### config.mk
export PLATFORM = sky130hd
export DESIGN_NAME = trbm_ctrl
export DESIGN_NICKNAME = d
export VERILOG_FILES = /design/src/trbm_pkg.sv /design/src/trbm_ctrl.sv
export SDC_FILE = /design/constraint.sdc
export NUM_CORES = 1
export LEC_CHECK = 0
export BUFFER_PORTS_ARGS = -buffer_cell sky130_fd_sc_hd__buf_2
export CAP_MARGIN = 10
export CORE_AREA = 4 4 77 79
export CTS_CLUSTER_DIAMETER = 120
export DETAILED_ROUTE_END_ITERATION = 10
export DIE_AREA = 0 0 81 83
export GPL_ROUTABILITY_DRIVEN = 0
export GPL_TIMING_DRIVEN = 0
export MAX_ROUTING_LAYER = met4
export PLACE_DENSITY = 0.78
export SLEW_MARGIN = 20
export SYNTH_ARGS = -nofsm -noshare
export SYNTH_HDL_FRONTEND = slang
export SYNTH_SLANG_ARGS = --single-unit
### constraint.sdc
create_clock -name clock -period 3.9 [get_ports clock]
set_input_delay 0.195 -clock clock [delete_from_list [all_inputs] [get_ports clock]]
set_output_delay 0.195 -clock clock [all_outputs]
set_load 0.1 [all_outputs]
### src/trbm_pkg.sv
// Shared types, codes and constants of the three-layer perceptron core.
// Used by every module of the core; depends on nothing.
package trbm_pkg;

   localparam int MAX_INPUTS        = 64;
   localparam int MAX_FIRST_HIDDEN  = 64;
   localparam int MAX_SECOND_HIDDEN = 64;
   localparam int MAX_OUTPUTS       = 64;
   localparam int RESULT_CAP        = 64;
   localparam int DRAIN_CYCLES      = 5;
   localparam int COUNT_RESET       = 64;

   localparam logic [1:0] FUNC_WEIGHT  = 2'd0;
   localparam logic [1:0] FUNC_RECIP   = 2'd1;
   localparam logic [1:0] FUNC_OFFSET  = 2'd2;
   localparam logic [1:0] FUNC_FEATURE = 2'd3;

   localparam logic [1:0] LAYER_FIRST  = 2'd0;
   localparam logic [1:0] LAYER_SECOND = 2'd1;
   localparam logic [1:0] LAYER_THIRD  = 2'd2;

   localparam logic [1:0] CSR_INPUT_COUNT   = 2'd0;
   localparam logic [1:0] CSR_FIRST_HIDDEN  = 2'd1;
   localparam logic [1:0] CSR_SECOND_HIDDEN = 2'd2;
   localparam logic [1:0] CSR_OUTPUT_COUNT  = 2'd3;

   typedef struct packed {
      logic [1:0]         func;
      logic [1:0]         layer;
      logic [5:0]         row;
      logic [5:0]         col;
      logic signed [31:0] value;
      logic               last;
   } req_word_type;

   typedef struct packed {
      logic [5:0]  out_index;
      logic [30:0] out_value;
      logic        out_last;
   } rsp_word_type;

   typedef struct packed {
      logic       step_valid;
      logic       step_first;
      logic       step_last;
      logic [1:0] layer;
      logic       final_neuron;
   } cmd_type;

   typedef struct packed {
      logic rsp_busy;
   } status_type;

   function automatic int addr_width(input int depth);
      return (depth > 1) ? $clog2(depth) : 1;
   endfunction

endpackage

### src/trbm_ctrl.sv
// Sequencer of the perceptron core: configuration registers, layer, neuron
// and column counters, and the step commands for the datapath. Uses trbm_pkg.
module trbm_ctrl #(
   parameter int MAX_INPUTS        = trbm_pkg::MAX_INPUTS,
   parameter int MAX_FIRST_HIDDEN  = trbm_pkg::MAX_FIRST_HIDDEN,
   parameter int MAX_SECOND_HIDDEN = trbm_pkg::MAX_SECOND_HIDDEN,
   parameter int MAX_OUTPUTS       = trbm_pkg::MAX_OUTPUTS,
   localparam int MAXN_A = (MAX_INPUTS > MAX_FIRST_HIDDEN) ? MAX_INPUTS : MAX_FIRST_HIDDEN,
   localparam int MAXN_B = (MAX_SECOND_HIDDEN > MAX_OUTPUTS) ? MAX_SECOND_HIDDEN : MAX_OUTPUTS,
   localparam int MAXN   = (MAXN_A > MAXN_B) ? MAXN_A : MAXN_B,
   localparam int CW     = $clog2(MAXN + 1)
) (
   input  logic                   clock,
   input  logic                   reset,
   input  logic                   csr_we,
   input  logic [1:0]             csr_index,
   input  logic [6:0]             csr_wdata,
   input  logic                   start,
   input  trbm_pkg::status_type   status,
   output logic                   busy,
   output trbm_pkg::cmd_type      cmd,
   output logic [CW-1:0]          neuron_idx,
   output logic [CW-1:0]          col_idx
);

   localparam int OUT_CAP = (MAX_OUTPUTS < trbm_pkg::RESULT_CAP) ?
                            MAX_OUTPUTS : trbm_pkg::RESULT_CAP;
   localparam int DW = $clog2(trbm_pkg::DRAIN_CYCLES + 1);

   localparam logic [1:0] ST_IDLE  = 2'd0;
   localparam logic [1:0] ST_MAC   = 2'd1;
   localparam logic [1:0] ST_DRAIN = 2'd2;
   localparam logic [1:0] ST_WAITO = 2'd3;

   function automatic logic [CW-1:0] clamp(input logic [6:0] c, input int maxv);
      if (c == 7'd0) begin
         return CW'(1);
      end
      if (int'(c) > maxv) begin
         return CW'(maxv);
      end
      return CW'(c);
   endfunction

   logic [6:0]    ni_cfg_ff, nh1_cfg_ff, nh2_cfg_ff, no_cfg_ff;
   logic [6:0]    ni_cfg_in, nh1_cfg_in, nh2_cfg_in, no_cfg_in;
   logic [1:0]    state_ff, state_in;
   logic [1:0]    layer_ff, layer_in;
   logic [CW-1:0] i_ff, i_in, j_ff, j_in;
   logic [DW-1:0] drain_ff, drain_in;
   logic [CW-1:0] ni, nh1, nh2, no, n_cols, n_neur;
   logic          col_end, neuron_end;

   assign ni  = clamp(ni_cfg_ff, MAX_INPUTS);
   assign nh1 = clamp(nh1_cfg_ff, MAX_FIRST_HIDDEN);
   assign nh2 = clamp(nh2_cfg_ff, MAX_SECOND_HIDDEN);
   assign no  = clamp(no_cfg_ff, OUT_CAP);

   always_comb begin
      case (layer_ff)
         trbm_pkg::LAYER_FIRST: begin
            n_cols = ni;
            n_neur = nh1;
         end
         trbm_pkg::LAYER_SECOND: begin
            n_cols = nh1;
            n_neur = nh2;
         end
         default: begin
            n_cols = nh2;
            n_neur = no;
         end
      endcase
   end

   assign col_end    = (j_ff == n_cols - CW'(1));
   assign neuron_end = (i_ff == n_neur - CW'(1));

   always_comb begin
      ni_cfg_in  = ni_cfg_ff;
      nh1_cfg_in = nh1_cfg_ff;
      nh2_cfg_in = nh2_cfg_ff;
      no_cfg_in  = no_cfg_ff;
      if (csr_we) begin
         case (csr_index)
            trbm_pkg::CSR_INPUT_COUNT:   ni_cfg_in  = csr_wdata;
            trbm_pkg::CSR_FIRST_HIDDEN:  nh1_cfg_in = csr_wdata;
            trbm_pkg::CSR_SECOND_HIDDEN: nh2_cfg_in = csr_wdata;
            trbm_pkg::CSR_OUTPUT_COUNT:  no_cfg_in  = csr_wdata;
            default: ;
         endcase
      end
   end

   always_comb begin
      state_in = state_ff;
      layer_in = layer_ff;
      i_in     = i_ff;
      j_in     = j_ff;
      drain_in = drain_ff;
      case (state_ff)
         ST_IDLE: begin
            if (start) begin
               state_in = ST_MAC;
               layer_in = trbm_pkg::LAYER_FIRST;
               i_in     = '0;
               j_in     = '0;
            end
         end
         ST_MAC: begin
            if (col_end) begin
               j_in     = '0;
               drain_in = DW'(trbm_pkg::DRAIN_CYCLES - 1);
               state_in = ST_DRAIN;
            end else begin
               j_in = j_ff + CW'(1);
            end
         end
         ST_DRAIN: begin
            if (drain_ff != '0) begin
               drain_in = drain_ff - DW'(1);
            end else if (neuron_end) begin
               i_in = '0;
               if (layer_ff == trbm_pkg::LAYER_THIRD) begin
                  state_in = ST_IDLE;
               end else begin
                  layer_in = layer_ff + 2'd1;
                  state_in = (layer_ff == trbm_pkg::LAYER_SECOND) ? ST_WAITO : ST_MAC;
               end
            end else begin
               i_in     = i_ff + CW'(1);
               state_in = (layer_ff == trbm_pkg::LAYER_THIRD) ? ST_WAITO : ST_MAC;
            end
         end
         ST_WAITO: begin
            if (!status.rsp_busy) begin
               state_in = ST_MAC;
            end
         end
         default: state_in = ST_IDLE;
      endcase
   end

   always_ff @(posedge clock) begin
      if (reset) begin
         state_ff   <= ST_IDLE;
         layer_ff   <= trbm_pkg::LAYER_FIRST;
         i_ff       <= '0;
         j_ff       <= '0;
         drain_ff   <= '0;
         ni_cfg_ff  <= 7'(trbm_pkg::COUNT_RESET);
         nh1_cfg_ff <= 7'(trbm_pkg::COUNT_RESET);
         nh2_cfg_ff <= 7'(trbm_pkg::COUNT_RESET);
         no_cfg_ff  <= 7'(trbm_pkg::COUNT_RESET);
      end else begin
         state_ff   <= state_in;
         layer_ff   <= layer_in;
         i_ff       <= i_in;
         j_ff       <= j_in;
         drain_ff   <= drain_in;
         ni_cfg_ff  <= ni_cfg_in;
         nh1_cfg_ff <= nh1_cfg_in;
         nh2_cfg_ff <= nh2_cfg_in;
         no_cfg_ff  <= no_cfg_in;
      end
   end

   assign busy             = (state_ff != ST_IDLE);
   assign cmd.step_valid   = (state_ff == ST_MAC);
   assign cmd.step_first   = (j_ff == '0);
   assign cmd.step_last    = col_end;
   assign cmd.layer        = layer_ff;
   assign cmd.final_neuron = neuron_end;
   assign neuron_idx       = i_ff;
   assign col_idx          = j_ff;

   // A drain only ever follows the last column of a neuron.
   a_drain_after_last: assert property (@(posedge clock) disable iff (reset)
      (state_ff == ST_DRAIN && $past(state_ff) == ST_MAC) |-> $past(col_end))
      else $error("drain entered before the last column");

endmodule

**Yosys cells after proc, flatten, opt, wreduce, memory -nomap -nowiden**

Cells that the tools add are included.

- Multiplexer cells: 53
- Order comparisons: 4
- Equal/unequal tests: 17
- Add/subtract/negate cells: 6
- Reduce and logical (&&, ||, !) cells: 22

Operators with widths:

| operator | number |
|---|---|
| $mux W7 | 20 |
| $pmux W7 S2 | 4 |
| $logic_not A7 Y1 | 5 |
| $gt A7 B7 Y1 const B | 4 |
| $mux W2 | 12 |
| $add A7 B1 Y7 const B | 2 |
| $eq A7 B7 Y1 | 2 |
| $sub A7 B1 Y7 const B | 2 |
| $mux W1 | 12 |
| $ne A2 B2 Y1 const B | 6 |
| $eq A2 B2 Y1 const B | 5 |
| $reduce_and A2 Y1 | 5 |
| $pmux W2 S4 | 1 |
| $reduce_bool A2 Y1 | 4 |
| $eq A2 B1 Y1 const B | 3 |
| $logic_not A2 Y1 | 3 |
| $mux W3 | 2 |
| $pmux W3 S2 | 1 |
| $reduce_and A3 Y1 | 2 |
| $reduce_and A5 Y1 | 1 |
| $pmux W2 S2 | 1 |
| $reduce_and A4 Y1 | 1 |
| $reduce_bool A3 Y1 | 1 |
| $sub A3 B1 Y3 const B | 1 |
| other kinds (2) | 2 |

- Register bits: 49
- Word-level logic and storage cells: 111
- Output and inout bits: 21
- Input port bits: 14

**Logic depth before layout (Yosys ltp)**

Gate-level depths: netlist of run 1.

- Word-level depth: 11
- Mapped depth: 16
- Gate-level depth less buffers: 14

**Worst setup path before layout of run 1**

OpenSTA, ideal clock, no wires.

- Kind: register to register
- Start: reg layer_ff[0]
- End: reg drain_ff[1]
- Setup time: 0.071 ns
- Arrival time: 3.921 ns
- Buffers on the path: 2
- Period minus slack after synthesis: 3.991 ns
- Cell stages (with the launch flop): 17
- Setup slack: -0.091 ns
- Data required time: 3.829 ns
- Cells stage by stage: dfxtp_1 > inv_1 > ha_1 > nor2b_1 > clkbuf_1 > a22oi_1 > nand3_1 > nor2_1 > ha_1 > nand4_1 > or3_1 > a31oi_1 > o2bb2ai_1 > a41oi_2 > buf_6 > or4_1 > a21oi_1

- Longest elaborated chain between the ends: 6
- Elaborated cells on any way between the ends: 7
- Classes of those cells: 1 x add/sub; 3 x eq/ne; 1 x mux; 2 x reduce/logical

RTL lines:

| element | line | text |
|---|---|---|
| start: declaration | trbm_ctrl.sv:48 | `logic [1:0] layer_ff, layer_in;` |
| start signal: assignment | trbm_ctrl.sv:147 | `layer_ff <= trbm_pkg::LAYER_FIRST;` |
| start signal: assignment | trbm_ctrl.sv:157 | `layer_ff <= layer_in;` |
| $eq A2 B1 Y1 or $logic_not A2 Y1 (tied branches) | trbm_ctrl.sv:60 | `case (layer_ff)` |
| $pmux W7 S2 * | trbm_ctrl.sv:60 |  |
| $sub A7 B1 Y7 * | trbm_ctrl.sv:76 | `assign col_end = (j_ff == n_cols - CW'(1));` |
| $eq A7 B7 Y1 * | trbm_ctrl.sv:76 |  |
| $ne A2 B1 Y1 (no line) * | n/a |  |
| $reduce_and A3 Y1 (no line) * | n/a |  |
| end signal: assignment | trbm_ctrl.sv:160 | `drain_ff <= drain_in;` |
| end: declaration | trbm_ctrl.sv:50 | `logic [DW-1:0] drain_ff, drain_in;` |

Mark *: on every way between the ends. The rest lies on a longest branch, timed or not.
A chain may end at the register's enable or synchronous reset.

**Final worst setup path of run 1**

- Start: reg layer_ff[0]
- End: out cmd[0] (netlist bit)

- Longest elaborated chain between the ends: 4
- Elaborated cells on any way between the ends: 5
- Classes of those cells: 1 x add/sub; 2 x eq/ne; 1 x mux; 1 x reduce/logical

RTL lines:

| element | line | text |
|---|---|---|
| $eq A2 B1 Y1 or $logic_not A2 Y1 (tied branches) | trbm_ctrl.sv:60 |  |
| $pmux W7 S2 * | trbm_ctrl.sv:60 |  |
| $sub A7 B1 Y7 * | trbm_ctrl.sv:77 | `assign neuron_end = (i_ff == n_neur - CW'(1));` |
| $eq A7 B7 Y1 * | trbm_ctrl.sv:77 |  |
| end: declaration | trbm_ctrl.sv:21 | `output trbm_pkg::cmd_type cmd,` |

Marked as above.

==> results of run 1 <==
[power by group through the flow]
stage | Clock, mW | Sequential [mW] | Combinational (mW)
4_1_cts | 0.333 | 0.555 | 0.434
2_1_floorplan | 0 | 0.595 | 0.320
3_5_place_dp | 0 | 0.567 | 0.433
5_1_grt | 0.351 | 0.560 | 0.475
3_3_place_gp | 0 | 0.565 | 0.427
6_report | 0.327 | 0.556 | 0.435
[stage by stage]
stage | std cells | total power, mW | area (um2) | setup WS, ns | hold slack, ns
finish | 473 | 1.32 | 3460 | 0.227 | 0.0893
detailed placement | 463 | 1.00 | 3310 | 0.0955 | 0.420
CTS | 472 | 1.32 | 3420 | 0.0489 | 0.0904
global route | 473 | 1.39 | 3460 | -0.0222 | 0.110
global placement | 463 | 0.992 | 3310 | 0.0751 | 0.415
floorplan | 357 | 0.915 | 3050 | 0.0349 | 0.313
[critical path: stages, from the launching register on]
cell and delay [ns]:
dfxtp_2 0.37, inv_1 0.08, ha_1 0.23, clkbuf_4 0.20
and2b_2 0.23, clkbuf_2 0.20, a22o_1 0.23, a21oi_1 0.13
ha_1 0.20, inv_1 0.06, a221oi_2 0.20, nand3_1 0.14
xnor2_1 0.21, nand4_1 0.17, nor2_2 0.16, buf_4 0.13
buf_6 0.21
[cell usage after synthesis, types with 4 or more instances]
cell type and n:
nor2_1 56, ha_1 14, nand3_1 16, nor3_1 8
nor4_1 4, clkbuf_1 10, dfxtp_1 49, o21ai_0 10
a222oi_1 9, a21oi_1 14, xor2_1 10, xnor2_1 20
nand2_1 14, inv_1 19, mux2i_1 24, nor2b_1 6
nand4_1 4, nand3b_1 4
[worst max path at each step]
stage,startpoint,end,slack (ns),cells past startpoint
after floorplan,col_idx[0],cmd[4],0.03,4
after global placement,layer_ff[0],cmd[0],0.08,15
after detailed placement,layer_ff[0],cmd[0],0.1,15
after CTS,layer_ff[0],cmd[3],0.05,14
after global routing,layer_ff[0],cmd[3],-0.02,14
final,layer_ff[0],cmd[0],0.23,16
[state kept, by name, summed over array words and instances, names as in the netlist]
register and count:
state_ff 2, nh2_cfg_ff 7, col_idx 7, no_cfg_ff 7, neuron_idx 7, drain_ff 3
ni_cfg_ff 7, layer_ff 2, nh1_cfg_ff 7
[layer usage]
| layer | GRT usage | up-vias |
|---|---|---|
| met1 | 0.294 | 1329 |
| met5 | - | - |
| met3 | 0.0304 | 27 |
| met2 | 0.367 | 123 |
| met4 | 0.0922 | 0 |
| li1 | - | 1375 |
[final cells by class]
class	instances	area share
clock inverter	3	0.00759
inverter	19	0.0206
sequential	49	0.284
tap	72	0.0260
multi-input combinational	272	0.557
buffer	17	0.0278
timing repair buffer	36	0.0571
clock buffer	5	0.0199
[cell families after synthesis]
| family | share of synthesized area |
|---|---|
| AOI/OAI and AO/OA | 0.186 |
| xor gates and xnor gates | 0.0863 |
| adders and majority gates | 0.0576 |
| buffers and inverters | 0.0526 |
| DFF | 0.322 |
| muxes | 0.0789 |
| and+or+nand+nor | 0.216 |
[timing repair]
item	4_1_cts	5_1_grt
gates resized for setup	3	15
pin swaps	1	1
setup buffers	1	1
hold buffers	0	0
cloned	0	0
endpoints found under the setup margin	1	9
==> flow_metrics.tcl, run 1 <==
set metrics [dict create \
    clk_pin_slew_worst_paths_ns 0.10 \
    powerDensity_nw_per_um2 381 \
    drv_slew 0 \
    reg2reg_slack_ns 0.31 \
    ant_nets 0 \
    die_x_um 81 \
    worstPathMaxFanout 10 \
    hold_path.startpoint "csr_wdata[6]" \
    drt-pass1-iter-count 6 \
    critPathKind "reg -> out" \
    postSynthCellCount 357 \
    pin_count 35 \
    crit_required_ns 3.70 \
    n_fill_cell 487 \
    final_nets 428 \
    syn_area_um2 3040 \
    clock_power_share 0.248 \
    drive_gt1_frac 0.187 \
    status "finished clean" \
    maxCapViolations 0 \
    power.leakage_nw 1.47 \
    hold_depth 2 \
    synthArstFlopShare 0 \
    h-tree-depth 2 \
    layout.cells.most_common "nor2_1" \
    hold_end "ni_cfg_ff[6]" \
    synth.area.top_cells "dfxtp_1, mux2i_1, nor2_1" \
    synth.ff_latch_count 49 \
    route.met2.wl_mm 3.49 \
    wl_mm 7.28 \
    setup_viol 0 \
    insertion_delay_ns 0.32 \
    grt_max_degree 18 \
    cts_sinks 49 \
    area_growth_pct 13.8 \
    gr-usage-all-layers 0.231 \
    routed_via_density 6.03 \
    layout_common_cells "nor2_1, dfxtp_1, buf_2, mux2i_1, xnor2_1" \
    antenna_found_initial 0 \
    synthFlopType "dfxtp_1" \
    route.met3.wl_um 507 \
    tightest_slew_ns 0.641 \
    die-area_um2 6720 \
    cts-root-buf "clkbuf_8" \
    fin_util 0.649 \
    start_util 0.570 \
    ys_seq_area_frac 0.322 \
    r2r_start "layer_ff[0]" \
    synth_top_area_share 0.322 \
    vdd.ir_drop.worst_uv 297 \
    start_kind "flop" \
    wl_per_cell_um 15.4 \
    synth_fp_nets 385 \
    hp-class "in -> reg" \
    slew_headroom 0.573 \
    multi_input_area_um2 1930 \
    synth-edff-count 0 \
    yosys_warnings 0 \
    die_h_um 83 \
    portBuffers 34 \
    endpoint_kind "primary output" \
    setup_tns_ns 0 \
    finalHoldViolCount 0 \
    synth_cell_types 57 \
    grt_pass1_vias 2633 \
    fp-row-count 27 \
    rsz0062_at_grt "true" \
    yosys.area.top_type "dfxtp_1" \
    swShare 0.408 \
    cts_tree "built" \
    seq_area_um2 983 \
    timing.rr.end "layer_ff[0]" \
    cp.arrival_ns 3.48 \
    p_seq_frac 0.422 \
    hpwl_mm 5.40 \
    p_sw_mw 0.538 \
    drt_first_iter_violations 275 \
    fin_crit_ns 3.67 \
    reg2regPathDepth 17 \
    vias 2854 \
    grt_pass1_wl_mm 12.2 \
    cts_buffers 5 \
    drt-met1-wl_mm 3.11 \
    p_int_mw 0.781 \
    clockBufferDepth 2 \
    fin_crit_sh 0.942 \
    p_comb_frac 0.330 \
    diodes 0 \
    highest_layer "met4" \
    syn_area_per_cell_um2 8.52 \
    fmax_mhz 272 \
    core-area_um2 5340 \
    grt-ovfl-total 0 \
    drc 0 \
    fin_worst_skew_ns 0.00842 \
]
Power figures use the tool's default switching activity.
==> run 2: changes to the inputs <==
- SETUP_SLACK_MARGIN: default -> 0.5
==> run 2 against run 1 <==
Compared with the run above: via count increased by 3.4%; critical path depth increased by 1; maximum frequency increased by 8.0%; first-iteration DRC count decreased by 32%.
==> flow_metrics.tcl, run 2 (synthesis results as in run 1) <==
set metrics [dict create \
    antenna_found_initial 0 \
    place_area_um2 3320 \
    drt_first_iter_violations 188 \
    grt_pass1_vias 2750 \
    fin_util 0.715 \
    final_nets 449 \
    fp-row-count 27 \
    final_area_um2 3810 \
    critPathKind "reg -> out" \
    fin_worst_skew_ns 0.0109 \
    area_growth_pct 25.4 \
    cts_buffers 5 \
    power.leakage_nw 1.61 \
    dp_cells 463 \
    gr-usage-all-layers 0.243 \
    core-area_um2 5340 \
    fin_crit_ns 3.40 \
    start_util 0.570 \
    insertion_delay_ns 0.32 \
    cts_tree "built" \
    maxCapViolations 0 \
    diodes 0 \
    drive_gt1_frac 0.284 \
    setup_tns_ns 0 \
    cts-root-buf "clkbuf_8" \
    layout.cells.most_common "nor2_1" \
    clk_pin_slew_worst_paths_ns 0.10 \
    grt_pass1_wl_mm 12.8 \
    worstPathMaxFanout 9 \
    endpoint_kind "primary output" \
    grt_max_degree 17 \
    die_h_um 83 \
    h-tree-depth 2 \
    cts_sinks 49 \
    portBuffers 34 \
    tightest_slew_ns 0.628 \
    vdd.ir_drop.worst_uv 247 \
    layout_common_cells "nor2_1, dfxtp_1, buf_2, buf_4, mux2i_1" \
    drc 0 \
    crit_required_ns 3.70 \
    clockBufferDepth 2 \
    finalNonFillerCells 494 \
    drt-pass1-iter-count 6 \
    setup_viol 0 \
    powerDensity_nw_per_um2 354 \
    pin_count 35 \
    wl_mm 8.10 \
    finalPower_mw 1.35 \
    ant_nets 0 \
    dpl_worst_slack_ns 0.106 \
    setup_slack_ns 0.499 \
    hp-class "in -> reg" \
    fmax_mhz 294 \
    routed_via_density 5.97 \
    rsz0062_at_grt "true" \
    cp.arrival_ns 3.21 \
    drv_slew 0 \
    fin_crit_sh 0.872 \
    slew_headroom 0.579 \
    die-area_um2 6720 \
    grtUsageMet2 0.386 \
    vias 2951 \
    grtUsageMet3 0.0412 \
    grt-ovfl-total 0 \
    n_fill_cell 414 \
    hpwl_mm 5.45 \
    status "finished clean" \
    start_kind "flop" \
    finalHoldViolCount 0 \
    die_x_um 81 \
    wl_per_cell_um 16.4 \
    grtUsageMet1 0.310 \
    fin_hold_ws_ns 0.106 \
    busiest_layer "met2" \
]
## run 2: where the power goes
part / total, mW / internal, mW / switching (mW)
sequential: 0.556 / 0.525 / 0.0313
clock: 0.310 / 0.128 / 0.182
combinational: 0.484 / 0.150 / 0.334
total: 1.35 / 0.803 / 0.547
## run 2: layout make-up
type | count | area [um2] | area share
Tap cell | 72 | 90.1 | 0.0236
Timing Repair Buffer | 57 | 370 | 0.0971
Clock buffer | 5 | 68.8 | 0.0180
Inverter | 19 | 76.3 | 0.0200
Clock inverter | 3 | 21.3 | 0.00558
Multi-Input combinational cell | 272 | 2070 | 0.542
Sequential cell | 49 | 988 | 0.259
Buffer | 17 | 131 | 0.0344
## run 2: worst max-delay path, cell delays in order, from the launching register on
cell     delay [ns]
dfxtp_4        0.37
inv_4          0.08
ha_4           0.14
buf_6          0.14
nor2b_4        0.21
buf_8          0.12
nand3_1        0.06
a32o_2         0.30
ha_2           0.20
buf_4          0.13
buf_4          0.12
xor2_1         0.14
xnor2_1        0.13
nor2_1         0.10
nand4_1        0.18
nor2_2         0.15
buf_4          0.13
buf_12         0.16
## run 2: per-layer routing
metal,part of all wire,vias up
met5,0,-
met4,0.018,0
met3,0.058,14
met2,0.50,116
met1,0.42,1395
li1,-,1426
## run 2: repair_timing
item                                    in CTS  in global routing
pin swaps                                    8                 18
buffers inserted                             7                 16
gates resized for setup                     35                 28
endpoints found under the setup margin      20                 20
hold buffers                                 0                  0
## run 2: path summary, 6_finish.rpt
kind | cells after the start | slack (ns) | start | to
hold / removal | 2 | 0.11 | csr_wdata[6] | ni_cfg_ff[6]
setup reg to reg | 16 | 0.56 | layer_ff[1] | drain_ff[1]
hold reg to reg | 2 | 0.49 | drain_ff[2] | drain_ff[2]
setup / recovery | 17 | 0.50 | layer_ff[1] | cmd[0]
